File: src/rtl/jads_pkg.sv
// Package: widths, register map, reset values and transaction structs of the axis scaler.
`timescale 1ns / 1ps

package jads_pkg;

  localparam int SAMPLE_W   = 10;
  localparam int OFFS_W     = 8;
  localparam int SCALE_W    = 10;
  localparam int MASK_W     = 3;
  localparam int AXIS_W     = 8;
  localparam int BTN_W      = 6;
  localparam int NUM_AXES   = 3;
  localparam int DIFF_W     = 12;
  localparam int MAG_W      = 10;
  localparam int Q_BITS     = 7;
  localparam int NUM_W      = 19;
  localparam int CFG_IDX_W  = 3;
  localparam int CFG_DATA_W = 10;

  // lane: prep, numerator, one stage per quotient bit, sign/clamp
  localparam int LANE_LAT   = Q_BITS + 3;
  localparam int RESULT_LAT = LANE_LAT + 1;

  localparam logic signed [DIFF_W-1:0] CENTRE    = 12'sd512;
  localparam logic signed [DIFF_W-1:0] DEAD_HALF = 12'sd12;
  localparam logic [NUM_W-1:0]         GAIN_X2   = 19'd508;
  localparam logic [Q_BITS-1:0]        Q_MAX     = 7'd127;

  localparam logic [CFG_IDX_W-1:0] CFG_X_OFFSET    = 3'd0;
  localparam logic [CFG_IDX_W-1:0] CFG_X_SCALE     = 3'd1;
  localparam logic [CFG_IDX_W-1:0] CFG_Y_OFFSET    = 3'd2;
  localparam logic [CFG_IDX_W-1:0] CFG_Y_SCALE     = 3'd3;
  localparam logic [CFG_IDX_W-1:0] CFG_Z_OFFSET    = 3'd4;
  localparam logic [CFG_IDX_W-1:0] CFG_Z_SCALE     = 3'd5;
  localparam logic [CFG_IDX_W-1:0] CFG_INVERT_MASK = 3'd6;

  localparam logic signed [OFFS_W-1:0] X_OFFSET_RST = 8'sd23;
  localparam logic [SCALE_W-1:0]       X_SCALE_RST  = 10'd210;
  localparam logic signed [OFFS_W-1:0] Y_OFFSET_RST = 8'sd25;
  localparam logic [SCALE_W-1:0]       Y_SCALE_RST  = 10'd220;
  localparam logic signed [OFFS_W-1:0] Z_OFFSET_RST = 8'sd31;
  localparam logic [SCALE_W-1:0]       Z_SCALE_RST  = 10'd230;
  localparam logic [MASK_W-1:0]        INVERT_RST   = 3'd5;

  typedef struct packed {
    logic [SAMPLE_W-1:0] x_sample;
    logic [SAMPLE_W-1:0] y_sample;
    logic [SAMPLE_W-1:0] z_sample;
    logic [BTN_W-1:0]    buttons_raw;
  } in_item_t;

  typedef struct packed {
    logic signed [AXIS_W-1:0] x_axis;
    logic signed [AXIS_W-1:0] y_axis;
    logic signed [AXIS_W-1:0] z_axis;
    logic [BTN_W-1:0]         buttons_pressed;
  } result_t;

endpackage

File: src/rtl/jads_lane.sv
// One axis lane: dead band, offset removal, pipelined restoring divide, clamp and sign.
`timescale 1ns / 1ps

module jads_lane (
  input  logic                                 clk,
  input  logic [jads_pkg::SAMPLE_W-1:0]        sample,
  input  logic signed [jads_pkg::OFFS_W-1:0]   offset,
  input  logic [jads_pkg::SCALE_W-1:0]         scale,
  input  logic                                 neg,
  output logic signed [jads_pkg::AXIS_W-1:0]   axis
);

  localparam int NSTG = jads_pkg::Q_BITS + 1;

  logic signed [jads_pkg::DIFF_W-1:0] d;
  logic [jads_pkg::DIFF_W-1:0]        dabs;
  logic [jads_pkg::DIFF_W-1:0]        mag_full;
  logic [jads_pkg::SCALE_W-1:0]       scl_eff;

  // prep stage
  logic                         dead_a;
  logic                         negt_a;
  logic                         inv_a;
  logic [jads_pkg::MAG_W-1:0]   mag_a;
  logic [jads_pkg::SCALE_W-1:0] scl_a;

  // divide stages, index 0 holds the numerator stage
  logic [jads_pkg::NUM_W-1:0]   rem   [0:NSTG-1];
  logic [jads_pkg::Q_BITS-1:0]  quo   [0:NSTG-1];
  logic [jads_pkg::SCALE_W-1:0] scl_s [0:NSTG-1];
  logic                         sat_s [0:NSTG-1];
  logic                         dead_s[0:NSTG-1];
  logic                         flip_s[0:NSTG-1];

  logic [jads_pkg::Q_BITS-1:0] qm;
  logic signed [jads_pkg::AXIS_W-1:0] v;

  always_comb begin
    d = $signed({2'b00, sample}) - jads_pkg::CENTRE
        - {{(jads_pkg::DIFF_W-jads_pkg::OFFS_W){offset[jads_pkg::OFFS_W-1]}}, offset};
    dabs = d[jads_pkg::DIFF_W-1] ? jads_pkg::DIFF_W'(-d) : jads_pkg::DIFF_W'(d);
    mag_full = dabs - jads_pkg::DIFF_W'(jads_pkg::DEAD_HALF);
    scl_eff = (scale == '0) ? jads_pkg::SCALE_W'(1) : scale;
  end

  always_ff @(posedge clk) begin
    dead_a <= (d > -jads_pkg::DEAD_HALF) && (d < jads_pkg::DEAD_HALF);
    negt_a <= d[jads_pkg::DIFF_W-1];
    inv_a  <= neg;
    mag_a  <= mag_full[jads_pkg::MAG_W-1:0];
    scl_a  <= scl_eff;
  end

  // numerator 2*|t|*254 + scale; saturate when quotient would exceed 127
  logic [jads_pkg::NUM_W-1:0] num;
  always_comb begin
    num = jads_pkg::NUM_W'(mag_a) * jads_pkg::GAIN_X2 + jads_pkg::NUM_W'(scl_a);
  end

  always_ff @(posedge clk) begin
    rem[0]    <= num;
    quo[0]    <= '0;
    scl_s[0]  <= scl_a;
    sat_s[0]  <= num >= (jads_pkg::NUM_W'(scl_a) << (jads_pkg::Q_BITS + 1));
    dead_s[0] <= dead_a;
    flip_s[0] <= negt_a ^ inv_a;
  end

  genvar k;
  generate
    for (k = 0; k < jads_pkg::Q_BITS; k++) begin : g_step
      localparam int SH = jads_pkg::Q_BITS - k;
      logic [jads_pkg::NUM_W-1:0] dsh;
      logic                       ge;
      always_comb begin
        dsh = jads_pkg::NUM_W'(scl_s[k]) << SH;
        ge  = rem[k] >= dsh;
      end
      always_ff @(posedge clk) begin
        rem[k+1]    <= ge ? rem[k] - dsh : rem[k];
        quo[k+1]    <= {quo[k][jads_pkg::Q_BITS-2:0], ge};
        scl_s[k+1]  <= scl_s[k];
        sat_s[k+1]  <= sat_s[k];
        dead_s[k+1] <= dead_s[k];
        flip_s[k+1] <= flip_s[k];
      end
    end
  endgenerate

  always_comb begin
    qm = sat_s[NSTG-1] ? jads_pkg::Q_MAX : quo[NSTG-1];
    v  = $signed({1'b0, qm});
  end

  always_ff @(posedge clk) begin
    if (dead_s[NSTG-1]) begin
      axis <= '0;
    end else if (flip_s[NSTG-1]) begin
      axis <= -v;
    end else begin
      axis <= v;
    end
  end

endmodule

File: src/rtl/joystick_axis_deadzone_scaler.sv
// Top level: configuration registers, three axis lanes and the report merge stage.
// Throughput: one transaction per cycle; busy is always low.
// Each lane runs a 7-stage restoring divider, one quotient bit per stage.
// Reset (rst, synchronous): registers return to their defaults, in-flight work is dropped.
// The result is shown for one cycle on done; the receiver cannot stall.
`timescale 1ns / 1ps

module joystick_axis_deadzone_scaler (
  input  logic                               clk,
  input  logic                               rst,
  input  logic                               start,
  output logic                               busy,
  input  jads_pkg::in_item_t                 in_item,
  output logic                               done,
  output jads_pkg::result_t                  result,
  input  logic                               cfg_we,
  input  logic [jads_pkg::CFG_IDX_W-1:0]     cfg_index,
  input  logic [jads_pkg::CFG_DATA_W-1:0]    cfg_data
);

  logic signed [jads_pkg::OFFS_W-1:0] offset_r [0:jads_pkg::NUM_AXES-1];
  logic [jads_pkg::SCALE_W-1:0]       scale_r  [0:jads_pkg::NUM_AXES-1];
  logic [jads_pkg::MASK_W-1:0]        invert_mask;

  logic [jads_pkg::SAMPLE_W-1:0]      samp     [0:jads_pkg::NUM_AXES-1];
  logic signed [jads_pkg::AXIS_W-1:0] axis_l   [0:jads_pkg::NUM_AXES-1];

  logic [jads_pkg::LANE_LAT-1:0]      vld;
  logic [jads_pkg::BTN_W-1:0]         btn_d    [0:jads_pkg::LANE_LAT-1];

  assign busy = 1'b0;

  always_ff @(posedge clk) begin
    if (rst) begin
      offset_r[0] <= jads_pkg::X_OFFSET_RST;
      scale_r[0]  <= jads_pkg::X_SCALE_RST;
      offset_r[1] <= jads_pkg::Y_OFFSET_RST;
      scale_r[1]  <= jads_pkg::Y_SCALE_RST;
      offset_r[2] <= jads_pkg::Z_OFFSET_RST;
      scale_r[2]  <= jads_pkg::Z_SCALE_RST;
      invert_mask <= jads_pkg::INVERT_RST;
    end else if (cfg_we) begin
      case (cfg_index)
        jads_pkg::CFG_X_OFFSET:    offset_r[0] <= $signed(cfg_data[jads_pkg::OFFS_W-1:0]);
        jads_pkg::CFG_X_SCALE:     scale_r[0]  <= cfg_data[jads_pkg::SCALE_W-1:0];
        jads_pkg::CFG_Y_OFFSET:    offset_r[1] <= $signed(cfg_data[jads_pkg::OFFS_W-1:0]);
        jads_pkg::CFG_Y_SCALE:     scale_r[1]  <= cfg_data[jads_pkg::SCALE_W-1:0];
        jads_pkg::CFG_Z_OFFSET:    offset_r[2] <= $signed(cfg_data[jads_pkg::OFFS_W-1:0]);
        jads_pkg::CFG_Z_SCALE:     scale_r[2]  <= cfg_data[jads_pkg::SCALE_W-1:0];
        jads_pkg::CFG_INVERT_MASK: invert_mask <= cfg_data[jads_pkg::MASK_W-1:0];
        default: ;
      endcase
    end
  end

  assign samp[0] = in_item.x_sample;
  assign samp[1] = in_item.y_sample;
  assign samp[2] = in_item.z_sample;

  genvar a;
  generate
    for (a = 0; a < jads_pkg::NUM_AXES; a++) begin : g_lane
      jads_lane u_lane (
        .clk    (clk),
        .sample (samp[a]),
        .offset (offset_r[a]),
        .scale  (scale_r[a]),
        .neg    (invert_mask[a]),
        .axis   (axis_l[a])
      );
    end
  endgenerate

  // transaction tracking alongside the lanes
  always_ff @(posedge clk) begin
    if (rst) begin
      vld <= '0;
    end else begin
      vld <= {vld[jads_pkg::LANE_LAT-2:0], start & ~busy};
    end
  end

  always_ff @(posedge clk) begin
    btn_d[0] <= ~in_item.buttons_raw;
    for (int i = 1; i < jads_pkg::LANE_LAT; i++) begin
      btn_d[i] <= btn_d[i-1];
    end
  end

  // merge stage
  always_ff @(posedge clk) begin
    if (rst) begin
      done <= 1'b0;
    end else begin
      done <= vld[jads_pkg::LANE_LAT-1];
    end
  end

  always_ff @(posedge clk) begin
    result.x_axis          <= axis_l[0];
    result.y_axis          <= axis_l[1];
    result.z_axis          <= axis_l[2];
    result.buttons_pressed <= btn_d[jads_pkg::LANE_LAT-1];
  end

endmodule

File: config.mk
export PLATFORM = sky130hd
export DESIGN_NAME = joystick_axis_deadzone_scaler
export DESIGN_NICKNAME = d
export VERILOG_FILES = /design/src/rtl/jads_pkg.sv /design/src/rtl/jads_lane.sv /design/src/rtl/joystick_axis_deadzone_scaler.sv
export SDC_FILE = /design/constraint.sdc
export NUM_CORES = 2
export LEC_CHECK = 0
export BUFFER_PORTS_ARGS = -buffer_cell sky130_fd_sc_hd__buf_4
export CAP_MARGIN = 20
export CORE_MARGIN = 2
export CORE_UTILIZATION = 57
export CTS_CLUSTER_SIZE = 14
export DETAILED_ROUTE_END_ITERATION = 8
export PLACE_DENSITY = 0.76
export RECOVER_POWER = 100
export SLEW_MARGIN = 20
export SYNTH_ARGS = -nofsm -noshare
export SYNTH_HDL_FRONTEND = slang
export SYNTH_SLANG_ARGS = --single-unit
File: constraint.sdc
create_clock -name clk -period 5.3 [get_ports clk]
set_input_delay 0.265 -clock clk [delete_from_list [all_inputs] [get_ports clk]]
set_output_delay 0.265 -clock clk [all_outputs]
set_load 0.01 [all_outputs]
==> load_flow_metrics.sql <==
INSERT INTO impl_metrics (metric_group, metric, value, unit) VALUES
('setup_path', 'critPathMaxFanout', '5', ''),
('synthesis', 'yosysSeqAreaShare', '45.48', '%'),
('flow_run', 'timing.max_cap.violations', '0', ''),
('finish', 'drive_above_1_share', '12.04', '%'),
('setup_path', 'worstSetupEndpointType', 'register', ''),
('floorplan', 'floorplan.core_area', '76200', 'um2'),
('finish', 'layout-area-overhead-vs-synth', '16.34', '%'),
('synthesis', 'netlist_instances', '4459', ''),
('synthesis', 'synth_enable_flop_cells', '54', ''),
('setup_path', 'crit_arrival', '6.32', 'ns'),
('timing', 'timing.final.hold_violations', '0', ''),
('finish', 'num-nets-final', '5354', ''),
('hold_path', 'min-delay-path-class', 'input port to register', ''),
('global_routing', 'use_met1', '25.13', '%'),
('timing', 'post-route-period-util', '107.8', '%'),
('finish', 'n_antenna_cell', '0', ''),
('synthesis', 'ys_dominant_reg_cell', 'dfxtp_1', ''),
('timing', 'setup_viol', '3', ''),
('timing', 'achievable-frequency', '175.0', 'MHz'),
('floorplan', 'design.portCount', '85', ''),
('finish', 'final_core_utilization', '67.27', '%'),
('placed_design', 'dpl_ws', '-0.5197', 'ns'),
('timing', 'final.setup.worst_slack', '-0.4138', 'ns'),
('finish', 'multi_input_area', '22050', 'um2'),
('global_routing', 'grt_start_max_net_pins', '24', ''),
('floorplan', 'chipWidth', '282.0', 'um'),
('placed_design', 'detailedPlacementHpwl', '61210', 'um'),
('clock_network', 'clock_tree_from_tritoncts', 'yes', ''),
('synthesis', 'post_synth_instance_area', '44060', 'um2'),
('global_routing', 'grt_use_met2', '37.33', '%'),
('placed_design', 'routabilityCongestion', '0.9004', ''),
('global_routing', 'grt_pass1_vias', '30507', ''),
('detailed_routing', 'post_drt_antenna_nets', '0', ''),
('detailed_routing', 'drcViolationCount', '0', ''),
('detailed_routing', 'dr_total_vias', '30624', ''),
('global_routing', 'grt_pass1_wl', '137900', 'um'),
('synthesis', 'yosys_warnings', '0', ''),
('timing', 'final.setup.tns', '-1.043', 'ns'),
('setup_path', 'crit_path_end', 'g_lane[1].u_lane.sat_s[0][0]$_DFF_P_', ''),
('setup_path', 'startpoint_type', 'register', ''),
('timing', 'grt_setup_unrepaired', 'true', ''),
('timing', 'timing_max_transition_violations_final', '0', ''),
('detailed_routing', 'totalWireLength', '81840', 'um'),
('clock_network', 'max-clock-path-buffers', '3', ''),
('setup_path', 'worstSetupPathType', 'register to register', ''),
('finish', 'seq_area', '20080', 'um2'),
('clock_network', 'clock_sinks', '974', ''),
('detailed_routing', 'routedWlPerCell', '13.88', 'um'),
('clock_network', 'cts-buffers-inserted', '97', ''),
('global_routing', 'grt_overflow', '0', ''),
('finish', 'nFillCells', '5751', ''),
('setup_path', 'regToRegEndpoint', 'g_lane[1].u_lane.sat_s[0][0]$_DFF_P_', ''),
('timing', 'tightestPinTransition', '1.055', 'ns'),
('synthesis', 'netlist-cell-type-count', '90', ''),
('run_status', 'outcome', 'finished, violations left', ''),
('detailed_routing', 'drtIter0Drc', '1411', ''),
('floorplan', 'die_area', '79540', 'um2'),
('floorplan', 'floorplan.die.height', '282.0', 'um'),
('clock_network', 'cts-root-buf', 'clkbuf_16', ''),
('synthesis', 'synth-async-reset-ratio', '0', '%'),
('clock_network', 'clock_latency', '0.66', 'ns'),
('global_routing', 'gr_met3_demand_resource', '2.957', '%'),
('synthesis', 'synth.avg_cell_area', '9.881', 'um2'),
('finish', 'layout.cell_area.non_filler', '51260', 'um2'),
('detailed_routing', 'route.detailed.vias_per_inst', '5.194', ''),
('run_status', 'violations_in_the_final_reports', 'setup timing', ''),
('timing', 'period_minus_slack', '5.714', 'ns'),
('floorplan', 'row_count', '101', ''),
('setup_path', 'crit_path_start', 'g_lane[1].u_lane.mag_a[4]$_DFF_P_', ''),
('global_routing', 'overall_track_demand_over_capacity_in_global_routing', '20.71', '%'),
('timing', 'slew-limit-headroom', '29.53', '%');
## Yosys cell counts, types with 37 or more instances
library cell  number  area [um2]
ha_1             399        4992
a21oi_1          281        1406
o21ai_0          175       875.8
dfxtp_1          920       18420
xor2_1           112       980.9
nand4_1           39       244.0
inv_1            576        2162
clkbuf_1          84       315.3
fa_1             117        2342
nor2_1           313        1175
nand2_1          210       788.3
nand3_1           61       305.3
nor4_1            56       350.3
edfxtp_1          54        1622
o21a_1            41       307.8
a21o_1           112       840.8
nor2b_1           72       450.4
nor3_1           103       515.5
nand2b_1          65       406.6
xnor2_1          197        1725
mux2_2            37       416.7
## layout by cell type, fill, tap and decap left out, types with 27 or more instances in the layout
cell / n
inv_1: 569
ha_1: 382
o21a_1: 40
fa_1: 114
a211oi_1: 35
nor3_1: 96
a21oi_1: 273
nor2_1: 311
buf_4: 242
a21o_1: 112
nand2b_1: 65
dfxtp_1: 903
clkbuf_1: 63
nand2_1: 207
clkbuf_16: 98
o21ai_0: 170
and3_1: 27
mux2_2: 35
edfxtp_1: 54
nor4_1: 54
xor2_1: 109
nor2b_1: 72
nand4_1: 39
xnor2_1: 193
nand3_1: 60
## worst min-delay path by stage
stage,startpoint,to,cells past startpoint
2_1_floorplan,btn_d[0][0]$_DFF_P_,btn_d[1][0]$_DFF_P_,0
3_3_place_gp,g_lane[1].u_lane.axis[6]$_SDFF_PP0_,result[20]$_DFF_P_,0
3_5_place_dp,g_lane[0].u_lane.dead_s[1][2]$_DFF_P_,g_lane[0].u_lane.dead_s[1][3]$_DFF_P_,0
4_1_cts,cfg_data[7],scale_r[0][27]$_DFFE_PP_,2
5_1_grt,cfg_data[6],scale_r[0][26]$_DFFE_PP_,2
6_report,cfg_data[6],scale_r[0][26]$_DFFE_PP_,2
## worst max-delay path, cell delays in order, from the launching register on
cell and delay, ns:
dfxtp_4 0.34, buf_4 0.14, fa_1 0.55, inv_1 0.06, fa_1 0.56, fa_1 0.44
fa_1 0.51, inv_1 0.06, ha_4 0.27, o21ai_1 0.07, a21boi_2 0.16, a21o_1 0.22
buf_4 0.13, a22oi_1 0.12, or4b_4 0.56, nand3_4 0.10, a21oi_1 0.09, ha_1 0.31
nand4b_1 0.09, or4_4 0.44, nor4_4 0.21, o311ai_1 0.13, nand3b_1 0.09
## registers in the layout, summed over array words and instances, names as in the netlist
| register | count |
|---|---|
| offset_r | 24 |
| g_lane.u_lane.scl_a | 30 |
| done | 1 |
| invert_mask | 3 |
| btn_d | 60 |
| g_lane.u_lane.mag_a | 30 |
| g_lane.u_lane.scl_s | 184 |
| g_lane.u_lane.negt_a | 3 |
| g_lane.u_lane.quo | 84 |
| g_lane.u_lane.rem | 383 |
| g_lane.u_lane.inv_a | 3 |
| g_lane.u_lane.dead_a | 3 |
| g_lane.u_lane.sat_s | 24 |
| vld | 10 |
| result | 30 |
| g_lane.u_lane.flip_s | 24 |
| g_lane.u_lane.dead_s | 24 |
| scale_r | 30 |
| g_lane.u_lane.axis | 24 |
## logic make-up after synthesis
family	after synthesis	share of synthesized area (%)
flops	974	45.48
mux	54	1.335
xor+xnor	310	6.196
buf+inv	666	5.699
compound gates	849	12.22
fa+ha+maj	516	16.65
other cells	1	0.008511
simple gates	1089	12.42
## layout make-up
type | count | area share [%]
clock buffers | 133 | 5.372
clock inverters | 47 | 1.281
multi-input cells | 2819 | 43.02
well taps | 1030 | 2.514
flip-flops and latches | 974 | 39.17
repair buffers | 317 | 4.418
inverters | 576 | 4.218
## per-stage QoR
stage / cells / hold WS [ns]
4_1_cts: 5887 / 0.01362
3_5_place_dp: 5673 / 0.3121
6_report: 5896 / 0.06320
2_1_floorplan: 4459 / 0.3096
5_1_grt: 5896 / 0.03135
3_3_place_gp: 5673 / 0.3098
## timing repair
action                                  in CTS  in global routing
buffers inserted                            17                  8
gates cloned                                 0                  0
endpoints found under the hold margin       53                  0
hold buffers                                17                  0
pin swaps                                   86                 35
gates resized for setup                     69                 34
endpoints found under the setup margin       3                  5
## metal layers
metal  wire [um]  vias to the layer above
li1            -                    15744
met1       35960                    14147
met2       40410                      562
met3        3067                      171
met4        2391                        0
met5           0                        -
Power is not shown: default switching activity piles up to over one toggle a cycle in this logic, so the estimate is an artifact.
